`config.mk`:
```
export PLATFORM = sky130hd
export DESIGN_NAME = array_min_priority_queue
export DESIGN_NICKNAME = d
export VERILOG_FILES = /design/src/hw/rtl/ampq_pkg.sv /design/src/hw/rtl/array_min_priority_queue.sv
export SDC_FILE = /design/constraint.sdc
export NUM_CORES = 1
export LEC_CHECK = 0
export ABC_AREA = 0
export ABC_CLOCK_PERIOD_IN_PS = 6870
export BUFFER_PORTS_ARGS = -buffer_cell sky130_fd_sc_hd__buf_2
export CAP_MARGIN = 20
export CORE_ASPECT_RATIO = 1.5
export CORE_MARGIN = 4
export CORE_UTILIZATION = 30
export DETAILED_ROUTE_END_ITERATION = 16
export REMOVE_ABC_BUFFERS = 1
export SLEW_MARGIN = 20
export SYNTH_ARGS = -nofsm -noshare
export SYNTH_HDL_FRONTEND = slang
export SYNTH_SLANG_ARGS = --single-unit
```
`constraint.sdc`:
```
create_clock -name clk -period 6.87 [get_ports clk]
set_input_delay 0.687 -clock clk [delete_from_list [all_inputs] [get_ports clk]]
set_output_delay 0.687 -clock clk [all_outputs]
set_load 0.005 [all_outputs]
```
`src/hw/rtl/ampq_pkg.sv`:
```
// shared types and constants for the array min priority queue
// no dependencies
`timescale 1ns / 1ps

package ampq_pkg;

  localparam int DEPTH = 16;
  localparam int IW    = (DEPTH > 1) ? $clog2(DEPTH) : 1;
  localparam int CW    = $clog2(DEPTH + 1);

  localparam int KEY_W = 32;
  localparam int TAG_W = 16;
  localparam int OCC_W = 5;

  localparam logic KIND_PUSH = 1'b0;
  localparam logic KIND_POP  = 1'b1;

  typedef enum logic [1:0] {
    ST_OK    = 2'd0,
    ST_EMPTY = 2'd1,
    ST_FULL  = 2'd2
  } status_t;

  typedef struct packed {
    logic signed [KEY_W-1:0] key;
    logic [TAG_W-1:0]        tag;
  } entry_t;

endpackage

```
`src/hw/rtl/array_min_priority_queue.sv`:
```
// top level of the array min priority queue: entry memory and sequencer
// depends on ampq_pkg
`timescale 1ns / 1ps

// usage
//   command channel: an item (kind, key, tag) is taken at a rising edge with
//   start high and busy low. kind push appends the entry, kind pop removes the
//   entry with the smallest signed key, the oldest one on a tie.
//   result channel: done is high for exactly one cycle and carries out_key,
//   out_tag, status and occupancy (entries held after the item). out_key and
//   out_tag are zero for every push and for a pop on an empty queue.
//   the receiver cannot stall; a result must be taken in its done cycle.
// pop sequence, with n entries held when a pop is taken
//   push, or pop on empty: done follows in the next cycle
//   pop: one memory read per cycle scans all n entries, then one
//   read plus write per cycle moves the later entries down; nothing is
//   moved when the minimum is the last entry.
// throughput: a new item can be taken in the cycle done is high
// reset: the queue is empty; memory contents are not cleared

module array_min_priority_queue (
  input  logic                              clk,
  input  logic                              rst,
  input  logic                              start,
  output logic                              busy,
  input  logic                              kind,
  input  logic signed [ampq_pkg::KEY_W-1:0] key,
  input  logic [ampq_pkg::TAG_W-1:0]        tag,
  output logic                              done,
  output logic signed [ampq_pkg::KEY_W-1:0] out_key,
  output logic [ampq_pkg::TAG_W-1:0]        out_tag,
  output logic [1:0]                        status,
  output logic [ampq_pkg::OCC_W-1:0]        occupancy
);

  typedef enum logic [1:0] {
    S_IDLE,
    S_SCAN,
    S_SHIFT_PRE,
    S_SHIFT
  } state_t;

  state_t state;

  // entry memory, one write and one registered read per cycle
  ampq_pkg::entry_t mem [ampq_pkg::DEPTH];
  ampq_pkg::entry_t rd_data;
  logic [ampq_pkg::IW-1:0] rd_addr;
  logic [ampq_pkg::IW-1:0] wr_addr;
  ampq_pkg::entry_t wr_data;
  logic mem_we;

  // sequencer registers
  logic [ampq_pkg::CW-1:0] count;     // entries held
  logic [ampq_pkg::CW-1:0] ptr;       // next scan read address
  logic [ampq_pkg::CW-1:0] cmp_idx;   // position of rd_data during the scan
  logic [ampq_pkg::CW-1:0] mv_idx;    // destination of the current move
  logic [ampq_pkg::CW-1:0] best_idx;
  ampq_pkg::entry_t        best;
  logic                    have_best;

  logic                    accept;
  logic                    take_new;
  logic                    scan_last;
  logic [ampq_pkg::CW-1:0] best_idx_cur;
  ampq_pkg::entry_t        best_cur;
  logic [ampq_pkg::CW-1:0] count_m1;

  assign accept   = start && !busy;
  assign busy     = (state != S_IDLE);
  assign count_m1 = ampq_pkg::CW'(count - 1'b1);

  // the shared compare: current memory word against the best so far
  assign take_new     = !have_best || (rd_data.key < best.key);
  assign best_cur     = take_new ? rd_data : best;
  assign best_idx_cur = take_new ? cmp_idx : best_idx;
  assign scan_last    = (cmp_idx == count_m1);

  // memory address and write selection
  always_comb begin
    rd_addr = '0;
    wr_addr = count[ampq_pkg::IW-1:0];
    wr_data = '{key: key, tag: tag};
    mem_we  = 1'b0;
    unique case (state)
      S_IDLE: begin
        // first scan read goes out while idle
        rd_addr = '0;
        mem_we  = accept && (kind == ampq_pkg::KIND_PUSH) &&
                  (count < ampq_pkg::CW'(ampq_pkg::DEPTH));
      end
      S_SCAN: begin
        rd_addr = ptr[ampq_pkg::IW-1:0];
      end
      S_SHIFT_PRE: begin
        rd_addr = ampq_pkg::IW'(best_idx + 1'b1);
      end
      S_SHIFT: begin
        rd_addr = ampq_pkg::IW'(mv_idx + 2'd2);
        wr_addr = mv_idx[ampq_pkg::IW-1:0];
        wr_data = rd_data;
        mem_we  = 1'b1;
      end
      default: begin
        rd_addr = '0;
      end
    endcase
  end

  always_ff @(posedge clk) begin
    if (mem_we) begin
      mem[wr_addr] <= wr_data;
    end
    rd_data <= mem[rd_addr];
  end

  // sequencer and result registers
  always_ff @(posedge clk) begin
    if (rst) begin
      state     <= S_IDLE;
      count     <= '0;
      done      <= 1'b0;
      have_best <= 1'b0;
    end else begin
      done <= 1'b0;
      unique case (state)
        S_IDLE: begin
          if (accept) begin
            if (kind == ampq_pkg::KIND_PUSH) begin
              done    <= 1'b1;
              out_key <= '0;
              out_tag <= '0;
              if (count < ampq_pkg::CW'(ampq_pkg::DEPTH)) begin
                count     <= ampq_pkg::CW'(count + 1'b1);
                status    <= ampq_pkg::ST_OK;
                occupancy <= ampq_pkg::OCC_W'(count + 1'b1);
              end else begin
                status    <= ampq_pkg::ST_FULL;
                occupancy <= ampq_pkg::OCC_W'(count);
              end
            end else if (count == '0) begin
              done      <= 1'b1;
              out_key   <= '0;
              out_tag   <= '0;
              status    <= ampq_pkg::ST_EMPTY;
              occupancy <= '0;
            end else begin
              state     <= S_SCAN;
              ptr       <= ampq_pkg::CW'(1);
              cmp_idx   <= '0;
              have_best <= 1'b0;
            end
          end
        end
        S_SCAN: begin
          best      <= best_cur;
          best_idx  <= best_idx_cur;
          have_best <= 1'b1;
          cmp_idx   <= ampq_pkg::CW'(cmp_idx + 1'b1);
          ptr       <= ampq_pkg::CW'(ptr + 1'b1);
          if (scan_last) begin
            if (best_idx_cur == count_m1) begin
              // minimum is the last entry, nothing to move
              state     <= S_IDLE;
              done      <= 1'b1;
              out_key   <= best_cur.key;
              out_tag   <= best_cur.tag;
              status    <= ampq_pkg::ST_OK;
              occupancy <= ampq_pkg::OCC_W'(count_m1);
              count     <= count_m1;
            end else begin
              state <= S_SHIFT_PRE;
            end
          end
        end
        S_SHIFT_PRE: begin
          state  <= S_SHIFT;
          mv_idx <= best_idx;
        end
        S_SHIFT: begin
          mv_idx <= ampq_pkg::CW'(mv_idx + 1'b1);
          if (ampq_pkg::CW'(mv_idx + 2'd2) >= count) begin
            state     <= S_IDLE;
            done      <= 1'b1;
            out_key   <= best.key;
            out_tag   <= best.tag;
            status    <= ampq_pkg::ST_OK;
            occupancy <= ampq_pkg::OCC_W'(count_m1);
            count     <= count_m1;
          end
        end
        default: begin
          state <= S_IDLE;
        end
      endcase
    end
  end

`ifndef SYNTHESIS
  // every taken item either answers next cycle or keeps the block busy
  a_accept_progress: assert property (@(posedge clk) disable iff (rst)
    (start && !busy) |=> (done || busy))
    else $error("item taken but neither result nor busy followed");

  a_count_bound: assert property (@(posedge clk) disable iff (rst)
    count <= ampq_pkg::CW'(ampq_pkg::DEPTH))
    else $error("entry count above depth");

  // a pop in progress always has at least one entry to remove
  a_busy_nonempty: assert property (@(posedge clk) disable iff (rst)
    busy |-> (count != '0))
    else $error("pop in progress on an empty queue");

  a_scan_range: assert property (@(posedge clk) disable iff (rst)
    (state == S_SCAN) |-> (cmp_idx < count))
    else $error("scan ran past the stored entries");
`endif

endmodule

```
==> metrics.md, run 1 <==
| Metric | Value |
|---|---|
| Hold Crit Start | `rst` |
| DRT Wirelength | `108 mm` |
| Via count | `between 20k and 25k` |
| Slew @ Worst Pin | `~1100 ps` |
| Relative slew slack | `0.234` |
| DRC | `0` |
| Synth Register Bits | `947` |
| # IOs | `109` |
| Worst clock skew | `~30 ps` |
| Post-synth top area cell | `edfxtp_1` |
| Filler cells | `12.5k` |
| FP Rows | `162` |
| Worst skew pair latency | `~670 ps` |
| TritonCTS clock tree | `built` |
| Setup bufs post-CTS | `0` |
| Clock buffer depth | `3` |
| Clock Root Buffer | `clkbuf_16` |
| Layout area overhead | `13.6%` |
| Final setup fails | `0` |
| Non-filler cells, final | `between 4k and 5k` |
| Resized Gates After CTS | `0` |
| Post-synth ARST share | `0` |
| Final Cell Area | `around 44000 µm²` |
| Maximum clock frequency | `about 200 MHz` |
| RR Endpoint | `out_tag[7]$_DFFE_PP_` |
| Vias/cell | `roughly 5.2` |
| Synth Instances | `2684` |
| Cell Area, Synth | `39100 µm²` |
| Crit. End Element | `flop` |
| Remaining global-route overflow | `0` |
| PD cells | `323 nW/µm²` |
| H-Tree Depth | `3` |
| Largest net degree at the start of global routing | `150` |
| Post-synth top area share | `0.684` |
| Placeable Area | `between 100000 and 150000 µm²` |
| Mean post-synth cell area | `about 15 µm²` |
| Placed inst area | `41700 µm²` |
| Die height | `between 400 and 500 µm` |
| Status | `finished, final reports clean` |
| Hold Buf Count CTS | `0` |
| Worst r2r src | `best[29]$_DFFE_PP_` |
| Main flop type after synthesis | `edfxtp_1` |
| Post-synth top cells | `edfxtp_1, o21ai_0, clkbuf_1, nand2_1, a211oi_1` |
| Worst-path clk slew | `70 ps` |
| Final hold vios | `0` |
| Avg WL per Cell | `roughly 24 µm` |
| Syn. warnings | `0` |
| Starting Density | `0.301` |
| Hold WC Path Type | `in -> reg` |
| Reg2Reg Depth | `13` |
| GPL Wtd Cong | `0.769` |
| 1st-iter DRT viols | `between 1.5k and 2k` |
| Clock sink total | `around 950` |
| Reg2Reg Setup Slack | `between 1500 and 2000 ps` |
| Max-slew violations | `0` |
| Antenna violations before repair | `8` |
| Crit path max-delay cell type | `buf_4` |
| Fraction of layout cells with a size suffix above 1 | `0.149` |
| PortBufs | `approximately 110` |
| Critical Path Source Type | `flop` |
| Vias in the first global route | `between 20k and 25k` |
| Worst vdd ir | `between 150 and 200 µV` |
| Worst EP arrival | `approximately 5200 ps` |
| Placed Cells | `4358` |
| Max_cap viols | `0` |
| Leak pwr | `~0.014 µW` |
| Nets | `~2.8k` |
| Sequential element share of the synthesized area | `0.713` |
| Post-synth cell types | `58` |
| Critical path type | `reg -> reg` |
| Crit path cell chain | `inv_1, ha_1, nand4_1, or3_1, or4_1, a31oi_1, o211ai_1, nand2_4, mux2i_1, xnor2_1, a41oi_4, nor3_2, buf_4` |
| Post-route core utilization | `0.342` |
| Crit-path max FO | `55` |
| RSZ-0062 raised after global routing | `no` |
| First-pass detailed-route iteration total | `5` |
| Final antenna-violating net count | `0` |
| Die ar. | `between 100000 and 150000 µm²` |
| WHS Path Cells | `2` |
| Post-synth EDFFs | `approximately 900` |
| Die width | `~300 µm` |
| First-pass GRT wire length | `approximately 160 mm` |
| Slowest stage delay, CP | `roughly 750 ps` |
| Delay-heaviest family, CP | `simple AND/OR/NAND/NOR gates` |
| CP Buf/Inv Count | `2` |
| Most common cell in the netlist | `edfxtp_1` |
| Area contributors post-synth | `edfxtp_1, o21ai_0, mux2_2` |
| Period Utilization, post-route | `0.713` |
| CTS Buf Count | `84` |
| GRT Util Overall | `0.154` |
| Req. time, crit path | `about 7000 ps` |
| Tmin final | `slightly below 5000 ps` |
| DPL Wire Length | `approximately 58 mm` |
-- layout make-up --
| type | count | area [µm²] | share of cell area |
|---|---|---|---|
| Clock inverter | 45 | 419 | 0.00944 |
| Timing Repair Buffer | 158 | 1030 | 0.0231 |
| Inverter | 47 | 176 | 0.00397 |
| Tap cell | 1722 | 2150 | 0.0485 |
| Antenna cell | 1 | 2.50 | 0.0000563 |
| Sequential cell | 947 | 27900 | 0.627 |
| Multi-Input combinational cell | 1485 | 10500 | 0.237 |
| Clock buffer | 112 | 2270 | 0.0511 |
-- worst max path at each step --
stage	startpoint	slack (ps)	cells past startpoint	to
floorplan	state[0]$_SDFFE_PP0P_	-34340	7	rd_data[0]$_DFF_P_
global placement	best[30]$_DFFE_PP_	2070	13	out_tag[7]$_DFFE_PP_
detailed placement	best[29]$_DFFE_PP_	1990	13	out_tag[14]$_DFFE_PP_
CTS	best[29]$_DFFE_PP_	1980	13	out_tag[7]$_DFFE_PP_
global route	best[30]$_DFFE_PP_	1670	13	out_tag[7]$_DFFE_PP_
finish	best[29]$_DFFE_PP_	1970	13	out_tag[7]$_DFFE_PP_
-- kinds of logic (layout without fill, tap and decap cells) --
family,count (synthesis),count (layout),synth area share
compound gates,745,745,0.125
simple gates,463,463,0.0601
mux,206,206,0.0564
xor+xnor,23,23,0.00582
other cells,0,1,0
buf+inv,252,362,0.0243
fa+ha+maj,48,48,0.0154
flops,947,947,0.713
-- registers in the layout (all words and copies together), names as in the netlist, named ones only --
| name | count |
|---|---|
| state | 1 |
| mv_idx | 5 |
| status | 2 |
| out_key | 32 |
| done | 1 |
| cmp_idx | 5 |
| ptr | 4 |
| count | 5 |
| rd_data | 48 |
| best_idx | 5 |
| out_tag | 16 |
| occupancy | 5 |
| mem | 768 |
| best | 48 |
| have_best | 1 |
-- per-layer routing --
layer | GRT usage | wire length, µm | up-vias
met4 | 0.0599 | 3870 | 6
met3 | 0.0269 | 6050 | 175
met5 | 0 | 35 | -
li1 | - | - | 10600
met1 | 0.195 | 44500 | 12000
met2 | 0.263 | 53300 | 716
-- where the power goes --
| part | switching [µW] | leakage (µW) | internal, µW |
|---|---|---|---|
| logic | 1790 | 0.00375 | 791 |
| registers | 263 | 0.00853 | 6840 |
| clock network | 2110 | 0.00130 | 2570 |
| total | 4160 | 0.0136 | 10200 |
-- per-stage QoR --
stage	setup TNS, ps	total power [µW]	worst slack, ps	hold slack [ps]
floorplan	-1690570	8750	-34340	502
global placement	0	9800	2070	534
detailed placement	0	9830	1990	538
CTS	0	14500	1980	372
global route	0	15000	1670	450
finish	0	14400	1970	433
-- cell usage in the layout, fill, tap and decap left out, types with 14 or more instances in the layout --
cell type / instances
a211oi_1: 146
mux2i_1: 101
a311oi_1: 96
a22o_1: 17
nand2_1: 155
nor2b_1: 101
buf_4: 41
o21ai_0: 230
nand3_1: 14
clkbuf_16: 86
edfxtp_1: 890
dfxtp_1: 57
mux2_2: 102
nor2_4: 21
ha_1: 45
nor2_1: 38
inv_1: 43
or3_1: 97
buf_2: 108
clkbuf_1: 24
a21oi_1: 120
clkinv_1: 14
o211ai_1: 97
Power figures use the tool's default switching activity.
==> run 2, diff against run 1 <==
Settings changed: ABC_CLOCK_PERIOD_IN_PS 6870 to 4150.
Clock period 6.87 ns to 4.15 ns, I/O delays scaled along.
==> run 2 against run 1 <==
Net effect: sequential power rose by 66%; via count is 1.2% higher; sequential cell count unchanged; final area up 2.5%; sequential share of layout area shrank 1.5 points; largest cell class unchanged; largest power group unchanged.
==> metrics.md, run 2 (synthesis results as in run 1) <==
| Metric | Value |
|---|---|
| Status | `finished, final reports clean` |
| Via count | `between 20k and 25k` |
| Hold Crit Start | `rst` |
| Largest Register | `mem` |
| CTS Buf Count | `84` |
| PD cells | `535 nW/µm²` |
| Leak pwr | `roughly 0.014 µW` |
| First-pass GRT wire length | `156 mm` |
| Largest net degree at the start of global routing | `120` |
| Maximum clock frequency | `between 200 and 250 MHz` |
| Worst skew pair latency | `about 700 ps` |
| Commonest non-fill, non-tap cell in the layout | `edfxtp_1` |
| Max FFs per register | `approximately 770` |
| PortBufs | `about 110` |
| Crit path launch | `best[41]$_DFFE_PP_` |
| 1st-iter DRT viols | `between 1.5k and 2k` |
| DRT Wirelength | `~110 mm` |
| Hold WC Path Type | `in -> reg` |
| WHS | `approximately 140 ps` |
| DPL Wire Length | `~61 mm` |
| Req. time, crit path | `4710 ps` |
| Critical Path Source Type | `flop` |
| Most frequent cells in the layout | `edfxtp_1, o21ai_0, nand2_1` |
| Final setup fails | `0` |
| Avg WL per Cell | `around 24 µm` |
| Crit. End Element | `flop` |
| Period Utilization, post-route | `0.965` |
| Die width | `between 300 and 400 µm` |
| Worst r2r src | `best[41]$_DFFE_PP_` |
| Clock Root Buffer | `clkbuf_16` |
| Crit-path max FO | `6` |
| Register area | `approximately 28000 µm²` |
| Max-slew violations | `0` |
| Clock buffer depth | `3` |
| H-Tree Depth | `3` |
| Fraction of layout cells with a size suffix above 1 | `0.171` |
| Multi-input logic area | `around 11000 µm²` |
| Vias in the first global route | `roughly 23k` |
| Place WS | `-28.6 ps` |
| Critical path type | `reg -> reg` |
| Setup TNS | `0 ps` |
| Worst-path clk slew | `around 70 ps` |
| Remaining global-route overflow | `0` |
| Slew @ Worst Pin | `between 900 and 1000 ps` |
| Starting Density | `0.301` |
| Final WS setup | `approximately 150 ps` |
| Worst clock skew | `about 39 ps` |
| First-pass detailed-route iteration total | `5` |
| # IOs | `around 110` |
| GPL Wtd Cong | `between 0.8 and 0.9` |
| Layout area overhead | `16.4%` |
| Final hold vios | `0` |
| DRC | `0` |
| Die height | `450 µm` |
| TritonCTS clock tree | `built` |
| Clock sink total | `about 950` |
| Biggest regs | `mem (768), best (48), rd_data (48)` |
| Max_cap viols | `0` |
| Placeable Area | `roughly 130000 µm²` |
| Relative slew slack | `0.352` |
| Die ar. | `roughly 140000 µm²` |
| Filler cells | `12.4k` |
| Tmin final | `about 4000 ps` |
| Worst EP arrival | `approximately 4600 ps` |
| GRT Util Overall | `0.154` |
| Antenna violations before repair | `8` |
| Nets | `about 2.9k` |
| Worst vdd ir | `345 µV` |
| Final antenna-violating net count | `0` |
| Vias/cell | `between 5 and 6` |
| FP Rows | `162` |
==> run 2: cell count changes in the layout (fill, tap and decap cells not counted), sizes merged <==
cell	delta
clkinv	-8
clkbuf	+5
inv	-2
buf	+62
diode	+1
bufinv	+2
==> run 2: final timing paths <==
path / to / slack, ps / cells after the start
hold reg to reg: out_tag[14]$_DFFE_PP_ / 570 / 1
setup / recovery: count[3]$_SDFFE_PP0P_ / 150 / 15
hold / removal: flop / 140 / 2
setup reg to reg: count[3]$_SDFFE_PP0P_ / 150 / 15
==> run 2: repair_timing <==
| action | 4_1_cts | 5_1_grt |
|---|---|---|
| gates resized for setup | 1 | 11 |
| cloned | 0 | 0 |
| hold buffers | 0 | 0 |
| setup buffers | 1 | 2 |
| pin swaps | 2 | 7 |
| setup endpoints to repair | 36 | 82 |
==> run 2: area by class of cell <==
cell class	instances	share of cell area
clock buffers	117	0.0509
multi-input cells	1485	0.233
flip-flops and latches	947	0.612
well taps	1722	0.0473
diodes	2	0.000110
clock inverters	37	0.0104
inverters	47	0.00388
repair buffers	220	0.0425
==> run 2: power breakdown <==
| part | total, µW | switching, µW | internal [µW] |
|---|---|---|---|
| clock | 7960 | 3510 | 4440 |
| sequential | 11800 | 490 | 11300 |
| combinational | 4600 | 2990 | 1610 |
==> run 2: per-layer routing <==
layer,part of all wire,up-vias,track usage
met5,0.00041,-,0
met4,0.031,8,0.0524
met3,0.056,160,0.0214
met2,0.50,788,0.263
met1,0.42,12100,0.202
li1,-,10700,-
==> run 2: per-stage QoR <==
stage | utilization | instance area, µm² | total power [µW] | cells
floorplan | - | 38300 | 14500 | 2479
global placement | 0.328 | 42600 | 16600 | 4418
detailed placement | 0.328 | 42600 | 16600 | 4418
CTS | 0.350 | 45400 | 24500 | 4573
global route | 0.351 | 45500 | 25300 | 4575
finish | 0.351 | 45500 | 24400 | 4577
==> run 2: critical path: stages (launching register included) <==
cell and delay, ps:
edfxtp_1 380, inv_1 90, ha_1 240, a21o_1 180, a221o_1 320, a221oi_1 290
o21ai_1 160, or4b_4 520, nand2_4 140, buf_4 130, mux2i_1 180, o31a_1 230
a41oi_4 180, buf_12 170, or3b_1 360, mux2_4 300
